<file path="src/sv/mafh_pkg.sv">
// mafh_pkg: constants, register codes and helper functions for the mesh address block
// used by mesh_address_from_hash and its checker; no dependencies
package mafh_pkg;

  // digest storage and address geometry
  localparam int ADDR_BYTES  = 16;
  localparam int WORD_BITS   = 64;
  localparam int STORE_WORDS = 6;
  localparam int DIGEST_BITS = STORE_WORDS * WORD_BITS;
  localparam int COUNT_WORDS = 4;
  localparam int TAIL_BITS   = (ADDR_BYTES - 2) * 8;
  localparam int UPPER_TAIL  = TAIL_BITS - WORD_BITS;
  localparam int COUNT_W     = 9;

  localparam logic [7:0]         PREFIX_BYTE = 8'h02;
  localparam logic [COUNT_W-1:0] COUNT_LIMIT = 9'd256;

  // configuration register map
  localparam int PADDR_W = 3;
  localparam logic [PADDR_W-1:0] REG_BEST_FLOOR = 3'd0;

  typedef logic [WORD_BITS-1:0]   word_t;
  typedef logic [DIGEST_BITS-1:0] digest_t;
  typedef logic [COUNT_W-1:0]     count_t;

  // leading one bits of a word that is not all ones, binary search in six steps
  function automatic logic [5:0] lead_ones64(input word_t w);
    word_t      x;
    word_t      m;
    logic [5:0] n;
    x = w;
    n = '0;
    for (int j = 0; j < 6; j++) begin
      m = ~64'd0 << (64 - (32 >> j));
      if ((x & m) == m) begin
        n = n + 6'(32 >> j);
        x = x << (32 >> j);
      end
    end
    return n;
  endfunction

endpackage

</file>
<file path="src/sv/mesh_address_from_hash.sv">
// Mesh address derivation: a final digest word passes the stage 1 and stage 2 registers into
// the output register, which puts its upper half on the ports; the lower half follows in the
// cycle after the upper half is taken, given no output stall.
// Digest words are taken one per cycle while in_stall is low; the output register holds each
// address for both halves. Count and shift stages are combinational between the registers.
// Reset (rst, synchronous) clears word count, best count, floor and all valid flags.
module mesh_address_from_hash (
  input  logic                              clk,
  input  logic                              rst,
  // digest word channel
  input  logic                              in_valid,
  output logic                              in_stall,
  input  logic [63:0]                       hash_word,
  input  logic                              word_last,
  // address half channel
  output logic                              out_valid,
  input  logic                              out_stall,
  output logic [63:0]                       address_half,
  output logic                              half_last,
  output logic [8:0]                        leading_ones,
  output logic                              new_best,
  output logic                              saturated,
  // configuration port
  input  logic                              psel,
  input  logic                              penable,
  input  logic                              pwrite,
  input  logic [mafh_pkg::PADDR_W-1:0]      paddr,
  input  logic [31:0]                       pwdata,
  output logic [31:0]                       prdata,
  output logic                              pready
);

  // digest store and word counter
  mafh_pkg::word_t  store [mafh_pkg::STORE_WORDS];
  logic [2:0]       word_count;
  logic [7:0]       best_floor;
  mafh_pkg::count_t best_ones;

  // stage 1: digest snapshot
  logic             s1_valid;
  mafh_pkg::digest_t s1_snap;
  // stage 2: snapshot with its count
  logic             s2_valid;
  mafh_pkg::digest_t s2_snap;
  mafh_pkg::count_t s2_count;
  // output register
  logic             o_valid;
  logic             o_phase;
  mafh_pkg::word_t  o_upper;
  mafh_pkg::word_t  o_lower;
  mafh_pkg::count_t o_count;
  logic             o_newb;
  logic             o_sat;

  logic              in_acc;
  logic              s1_go;
  logic              s2_go;
  mafh_pkg::digest_t snap_next;
  mafh_pkg::count_t  count_next;
  logic [8:0]        start;
  mafh_pkg::digest_t shifted;
  logic [mafh_pkg::TAIL_BITS-1:0] tail;
  logic              sat_now;
  logic              newb_now;
  mafh_pkg::word_t   upper_next;
  logic [3:0]        all_w;
  logic [5:0]        lo_w [mafh_pkg::COUNT_WORDS];

  // flow control through the three stages
  always_comb begin
    s2_go    = !o_valid || (o_phase && !out_stall);
    s1_go    = !s2_valid || s2_go;
    in_stall = s1_valid && !s1_go;
    in_acc   = in_valid && !in_stall;
  end

  // snapshot: words stored this digest, the incoming word, zero beyond
  always_comb begin
    for (int i = 0; i < mafh_pkg::STORE_WORDS; i++) begin
      if (3'(i) < word_count) begin
        snap_next[mafh_pkg::DIGEST_BITS-1-mafh_pkg::WORD_BITS*i -: mafh_pkg::WORD_BITS] =
          store[i];
      end else if (3'(i) == word_count) begin
        snap_next[mafh_pkg::DIGEST_BITS-1-mafh_pkg::WORD_BITS*i -: mafh_pkg::WORD_BITS] =
          hash_word;
      end else begin
        snap_next[mafh_pkg::DIGEST_BITS-1-mafh_pkg::WORD_BITS*i -: mafh_pkg::WORD_BITS] =
          '0;
      end
    end
  end

  // store incoming words and track the count
  always_ff @(posedge clk) begin
    if (in_acc && (word_count < 3'(mafh_pkg::STORE_WORDS))) begin
      store[word_count] <= hash_word;
    end
  end

  always_ff @(posedge clk) begin
    if (rst) begin
      word_count <= '0;
    end else if (in_acc) begin
      if (word_last) begin
        word_count <= '0;
      end else if (word_count < 3'(mafh_pkg::STORE_WORDS)) begin
        word_count <= word_count + 3'd1;
      end
    end
  end

  // stage 1 register
  always_ff @(posedge clk) begin
    if (rst) begin
      s1_valid <= 1'b0;
    end else if (in_acc && word_last) begin
      s1_valid <= 1'b1;
    end else if (s1_go) begin
      s1_valid <= 1'b0;
    end
  end

  always_ff @(posedge clk) begin
    if (in_acc && word_last) begin
      s1_snap <= snap_next;
    end
  end

  // leading ones over the first four words
  always_comb begin
    for (int k = 0; k < mafh_pkg::COUNT_WORDS; k++) begin
      all_w[k] = &s1_snap[mafh_pkg::DIGEST_BITS-1-mafh_pkg::WORD_BITS*k -: mafh_pkg::WORD_BITS];
      lo_w[k]  = mafh_pkg::lead_ones64(
                   s1_snap[mafh_pkg::DIGEST_BITS-1-mafh_pkg::WORD_BITS*k -: mafh_pkg::WORD_BITS]);
    end
    if (!all_w[0]) begin
      count_next = {3'b000, lo_w[0]};
    end else if (!all_w[1]) begin
      count_next = 9'd64 + {3'b000, lo_w[1]};
    end else if (!all_w[2]) begin
      count_next = 9'd128 + {3'b000, lo_w[2]};
    end else if (!all_w[3]) begin
      count_next = 9'd192 + {3'b000, lo_w[3]};
    end else begin
      count_next = mafh_pkg::COUNT_LIMIT;
    end
  end

  // stage 2 register
  always_ff @(posedge clk) begin
    if (rst) begin
      s2_valid <= 1'b0;
    end else if (s1_valid && s1_go) begin
      s2_valid <= 1'b1;
    end else if (s2_go) begin
      s2_valid <= 1'b0;
    end
  end

  always_ff @(posedge clk) begin
    if (s1_valid && s1_go) begin
      s2_snap  <= s1_snap;
      s2_count <= count_next;
    end
  end

  // address bits after the first zero bit, and the best-count compare
  always_comb begin
    start      = s2_count + 9'd1;
    shifted    = s2_snap << start;
    tail       = shifted[mafh_pkg::DIGEST_BITS-1 -: mafh_pkg::TAIL_BITS];
    sat_now    = (s2_count == mafh_pkg::COUNT_LIMIT);
    newb_now   = (s2_count > best_ones) && (s2_count > {1'b0, best_floor});
    upper_next = {mafh_pkg::PREFIX_BYTE, s2_count[7:0],
                  tail[mafh_pkg::TAIL_BITS-1 -: mafh_pkg::UPPER_TAIL]};
  end

  // output register, upper half then lower half
  always_ff @(posedge clk) begin
    if (rst) begin
      o_valid <= 1'b0;
      o_phase <= 1'b0;
    end else if (s2_valid && s2_go) begin
      o_valid <= 1'b1;
      o_phase <= 1'b0;
    end else if (o_valid && !out_stall) begin
      if (o_phase) begin
        o_valid <= 1'b0;
        o_phase <= 1'b0;
      end else begin
        o_phase <= 1'b1;
      end
    end
  end

  always_ff @(posedge clk) begin
    if (s2_valid && s2_go) begin
      o_upper <= sat_now ? '0 : upper_next;
      o_lower <= sat_now ? '0 : tail[mafh_pkg::WORD_BITS-1:0];
      o_count <= s2_count;
      o_newb  <= newb_now;
      o_sat   <= sat_now;
    end
  end

  // best count so far
  always_ff @(posedge clk) begin
    if (rst) begin
      best_ones <= '0;
    end else if (s2_valid && s2_go && newb_now) begin
      best_ones <= s2_count;
    end
  end

  // configuration register
  always_ff @(posedge clk) begin
    if (rst) begin
      best_floor <= '0;
    end else if (psel && penable && pwrite && pready && (paddr == mafh_pkg::REG_BEST_FLOOR)) begin
      best_floor <= pwdata[7:0];
    end
  end

  assign pready = 1'b1;
  assign prdata = (paddr == mafh_pkg::REG_BEST_FLOOR) ? {24'd0, best_floor} : 32'd0;

  // result ports
  assign out_valid    = o_valid;
  assign address_half = o_phase ? o_lower : o_upper;
  assign half_last    = o_phase;
  assign leading_ones = o_count;
  assign new_best     = o_newb;
  assign saturated    = o_sat;

endmodule

</file>
<file path="config.mk">
export PLATFORM = sky130hd
export DESIGN_NAME = mesh_address_from_hash
export DESIGN_NICKNAME = d
export VERILOG_FILES = /design/src/sv/mafh_pkg.sv /design/src/sv/mesh_address_from_hash.sv
export SDC_FILE = /design/constraint.sdc
export NUM_CORES = 2
export LEC_CHECK = 0
export BUFFER_PORTS_ARGS = -buffer_cell sky130_fd_sc_hd__buf_4
export CAP_MARGIN = 0
export CORE_MARGIN = 2
export CORE_UTILIZATION = 55
export CTS_CLUSTER_DIAMETER = 120
export DETAILED_ROUTE_END_ITERATION = 10
export PLACE_DENSITY = 0.78
export RECOVER_POWER = 25
export SETUP_SLACK_MARGIN = 0.4
export SLEW_MARGIN = 25
export SYNTH_ARGS = -nofsm -noshare
export SYNTH_HDL_FRONTEND = slang
export SYNTH_SLANG_ARGS = --single-unit
</file>
<file path="constraint.sdc">
create_clock -name clk -period 34.4 [get_ports clk]
set_input_delay 3.44 -clock clk [delete_from_list [all_inputs] [get_ports clk]]
set_output_delay 3.44 -clock clk [all_outputs]
set_load 0.05 [all_outputs]
</file>
==> results_dict.tcl <==
set metrics [dict create \
    clkLatencyLatePin_ps 820 \
    fin_tns_setup_ps 0 \
    grt_start_max_net_pins 164 \
    drv_cap 33 \
    p_leak_nw 28.9 \
    grt_pass1_wl_microns 451000 \
    fin_nets 6586 \
    netlist_area_sq_um 78900 \
    drive_gt1_share_pct 20.0 \
    worstPathCellList "clkbuf_1 > nand3_1 > xnor2_4 > buf_4 > buf_4 > a31oi_1 > mux2i_1 > nand2_1 > o211ai_1 > nand3_1 > a32oi_1 > nor2_1" \
    required_ps 34860 \
    r2r_end "o_lower[57]$_SDFFCE_PP0P_" \
    min_to "s2_snap[121]$_DFFE_PP_" \
    initial_core_util_pct 55.6 \
    gp_congestion 1.13 \
    cts_buffers 135 \
    skew_ps 40.2 \
    crit_fanout 55 \
    fillCellCount 11199 \
    hold-path-cell-count 0 \
    end_kind "flop" \
    setup_viol 0 \
    ys_warn_count 0 \
    grt_pass1_vias 55519 \
    hp-class "flop to flop" \
    cts.repair.resized 0 \
    p_seq_share_pct 45.8 \
    comb_power_share_pct 17.7 \
    drt_first_pass_iters 7 \
    root_buffer "clkbuf_16" \
    antenna_found_initial 32 \
    netlist_instances 6610 \
    row_count 138 \
    synth_ff_type "edfxtp_1" \
    core_area_sq_um 142000 \
    die_height_microns 383 \
    clk_pin_slew_worst_paths_ps 70 \
    async_flop_share_pct 0 \
    syn_to_final_growth_pct 8.29 \
    arrival_ps 9470 \
    dp_hpwl_microns 247000 \
    ant_nets 0 \
    cts.sinks 1317 \
    io_pins 218 \
    critPathKind "flop to flop" \
    slew_headroom_pct -105 \
    p_switching_mw 1.19 \
    h-tree-depth 4 \
    r2r_start "s2_count[0]$_DFFE_PP_" \
    final_cell_mix "edfxtp_1, nand2_1, nor2_1, mux2i_1, mux4_2" \
    clockBufferDepth 3 \
    status "finished with violations" \
    synth_cell_types 83 \
    drc 0 \
    overflow 0 \
    tritoncts "built" \
    switching_share_pct 29.2 \
    ys_ff_latch 1317 \
    io_buffer_count 168 \
    die_area_sq_um 146000 \
    vdd_drop_max_v 0.0000546 \
    timing.final.crit_period_ps 9010 \
    final.period_utilization_pct 26.2 \
    vias 60980 \
    max_freq_mhz 111 \
    rsz0062_at_grt "no" \
    reg2reg_slack_ps 25390 \
    min_from "s1_snap[121]$_DFFE_PP_" \
    post_cts_buffers 0 \
    startpoint_type "flop" \
    final_common_cell "edfxtp_1" \
    hold_ws_ps 410 \
    clkPwrFrac_pct 36.6 \
    violations "capacitance limit, slew limit" \
    die_w_microns 383 \
    p_per_area_nw_per_um2 47.5 \
    drv_slew 487 \
    worst_slew_pin_slew_ps 3080 \
    synth_enable_flop_cells 1293 \
    wl_per_cell_microns 39.3 \
    critical_path.slowest_cell "clkbuf_1" \
    synth_area_per_cell_sq_um 11.9 \
    hold_viol 0 \
    slowest_delay_ps 2160 \
    yosysSeqAreaShare_pct 49.8 \
    drt-initial-drc-count 9822 \
    grtUsageTotal_pct 44.7 \
    p_int_mw 2.87 \
    hold_buffers 0 \
    detail_route.wirelength_microns 332000 \
    worst-r2r-cell-count 12 \
    vias_per_cell 7.21 \
]
==> state kept, by name, summed over array words and instances (netlist names) <==
register / count
leading_ones: 9
o_upper: 57
s2_valid: 1
saturated: 1
s1_valid: 1
s2_count: 9
out_valid: 1
s1_snap: 384
new_best: 1
best_ones: 9
half_last: 1
s2_snap: 384
o_lower: 64
store: 384
word_count: 3
best_floor: 8
==> layer usage <==
metal,global-route usage [%],part of all wire [%],wire [microns]
met1,58.0,36,121000
met2,63.3,42,140000
met3,15.0,13,43300
met4,31.2,8.4,27800
met5,0,0.026,85
==> worst max path at each step <==
stage	startpoint	to	cells after the start
after detailed placement	out_stall	in_stall	6
after floorplan	out_stall	s2_count[0]$_DFFE_PP_	3
after global placement	out_stall	in_stall	6
final	s2_count[0]$_DFFE_PP_	o_lower[57]$_SDFFCE_PP0P_	12
after CTS	out_stall	in_stall	6
after global routing	s2_count[0]$_DFFE_PP_	o_lower[57]$_SDFFCE_PP0P_	12
==> power by group through the flow <==
| stage | clock (mW) | sequential [mW] | combinational, mW |
|---|---|---|---|
| final | 1.48 | 1.86 | 0.716 |
| after global routing | 1.54 | 1.86 | 0.732 |
| after CTS | 1.49 | 1.85 | 0.685 |
| after detailed placement | 0 | 1.89 | 0.682 |
| after global placement | 0 | 1.88 | 0.678 |
| after floorplan | 0 | 1.89 | 0.413 |
==> synthesized netlist by cell type, drive strengths merged (43+ instances only) <==
master	number	area, sq um
o211ai	201	1510
and2	52	325
mux4	421	9480
a31oi	66	413
mux2i	450	4510
a21oi	338	1700
nor3	72	365
buf	328	1880
o31ai	43	323
a211oi	84	631
nand2	911	3420
nand4	51	319
nor2	554	2080
clkbuf	265	995
nand3	115	576
o21ai	335	1680
a22o	201	1760
edfxtp	1293	38800
mux2	377	4250
==> final cells by class <==
type	count	area [sq um]	share of cell area (%)
Sequential cell	1317	39300	46.0
Clock inverter	77	958	1.12
Antenna cell	12	30.0	0.0352
Timing Repair Buffer	280	2080	2.43
Clock buffer	160	3490	4.09
Inverter	35	141	0.166
Multi-Input combinational cell	4688	37000	43.4
Tap cell	1890	2360	2.77
==> worst max-delay path: cells and delay by family, from the launching register on <==
kind / cells / cell delay (ps)
AND/OR/NAND/NOR: 4 / 1650
buffers and inverters: 3 / 3650
AO/OA/AOI/OAI: 3 / 1330
XOR/XNOR: 1 / 1020
flip-flops: 1 / 350
multiplexers: 1 / 570
==> per-stage QoR <==
stage | instances | setup WS [ps] | utilization (%) | power [mW] | instance area (sq um)
floorplan | 6633 | 743 | - | 2.30 | 79000
global placement | 8206 | 25650 | 57.0 | 2.56 | 81000
detailed placement | 8208 | 25680 | 57.1 | 2.57 | 81000
CTS | 8445 | 25690 | 60.2 | 4.03 | 85400
global route | 8447 | 25040 | 60.2 | 4.13 | 85400
finish | 8459 | 25390 | 60.2 | 4.06 | 85400
==> kinds of logic (layout without fill, tap and decap cells) <==
family | Yosys count | in the layout | share of synthesized area, %
buffers and inverters | 628 | 552 | 3.81
DFF | 1317 | 1317 | 49.8
xor gates and xnor gates | 13 | 13 | 0.182
and+or+nand+nor | 1877 | 1877 | 10.0
muxes | 1248 | 1248 | 23.1
AOI/OAI and AO/OA | 1503 | 1503 | 12.7
adders and majority gates | 22 | 22 | 0.349
other | 2 | 37 | 0.00952
Note: power is estimated with default switching activity, not from simulation.
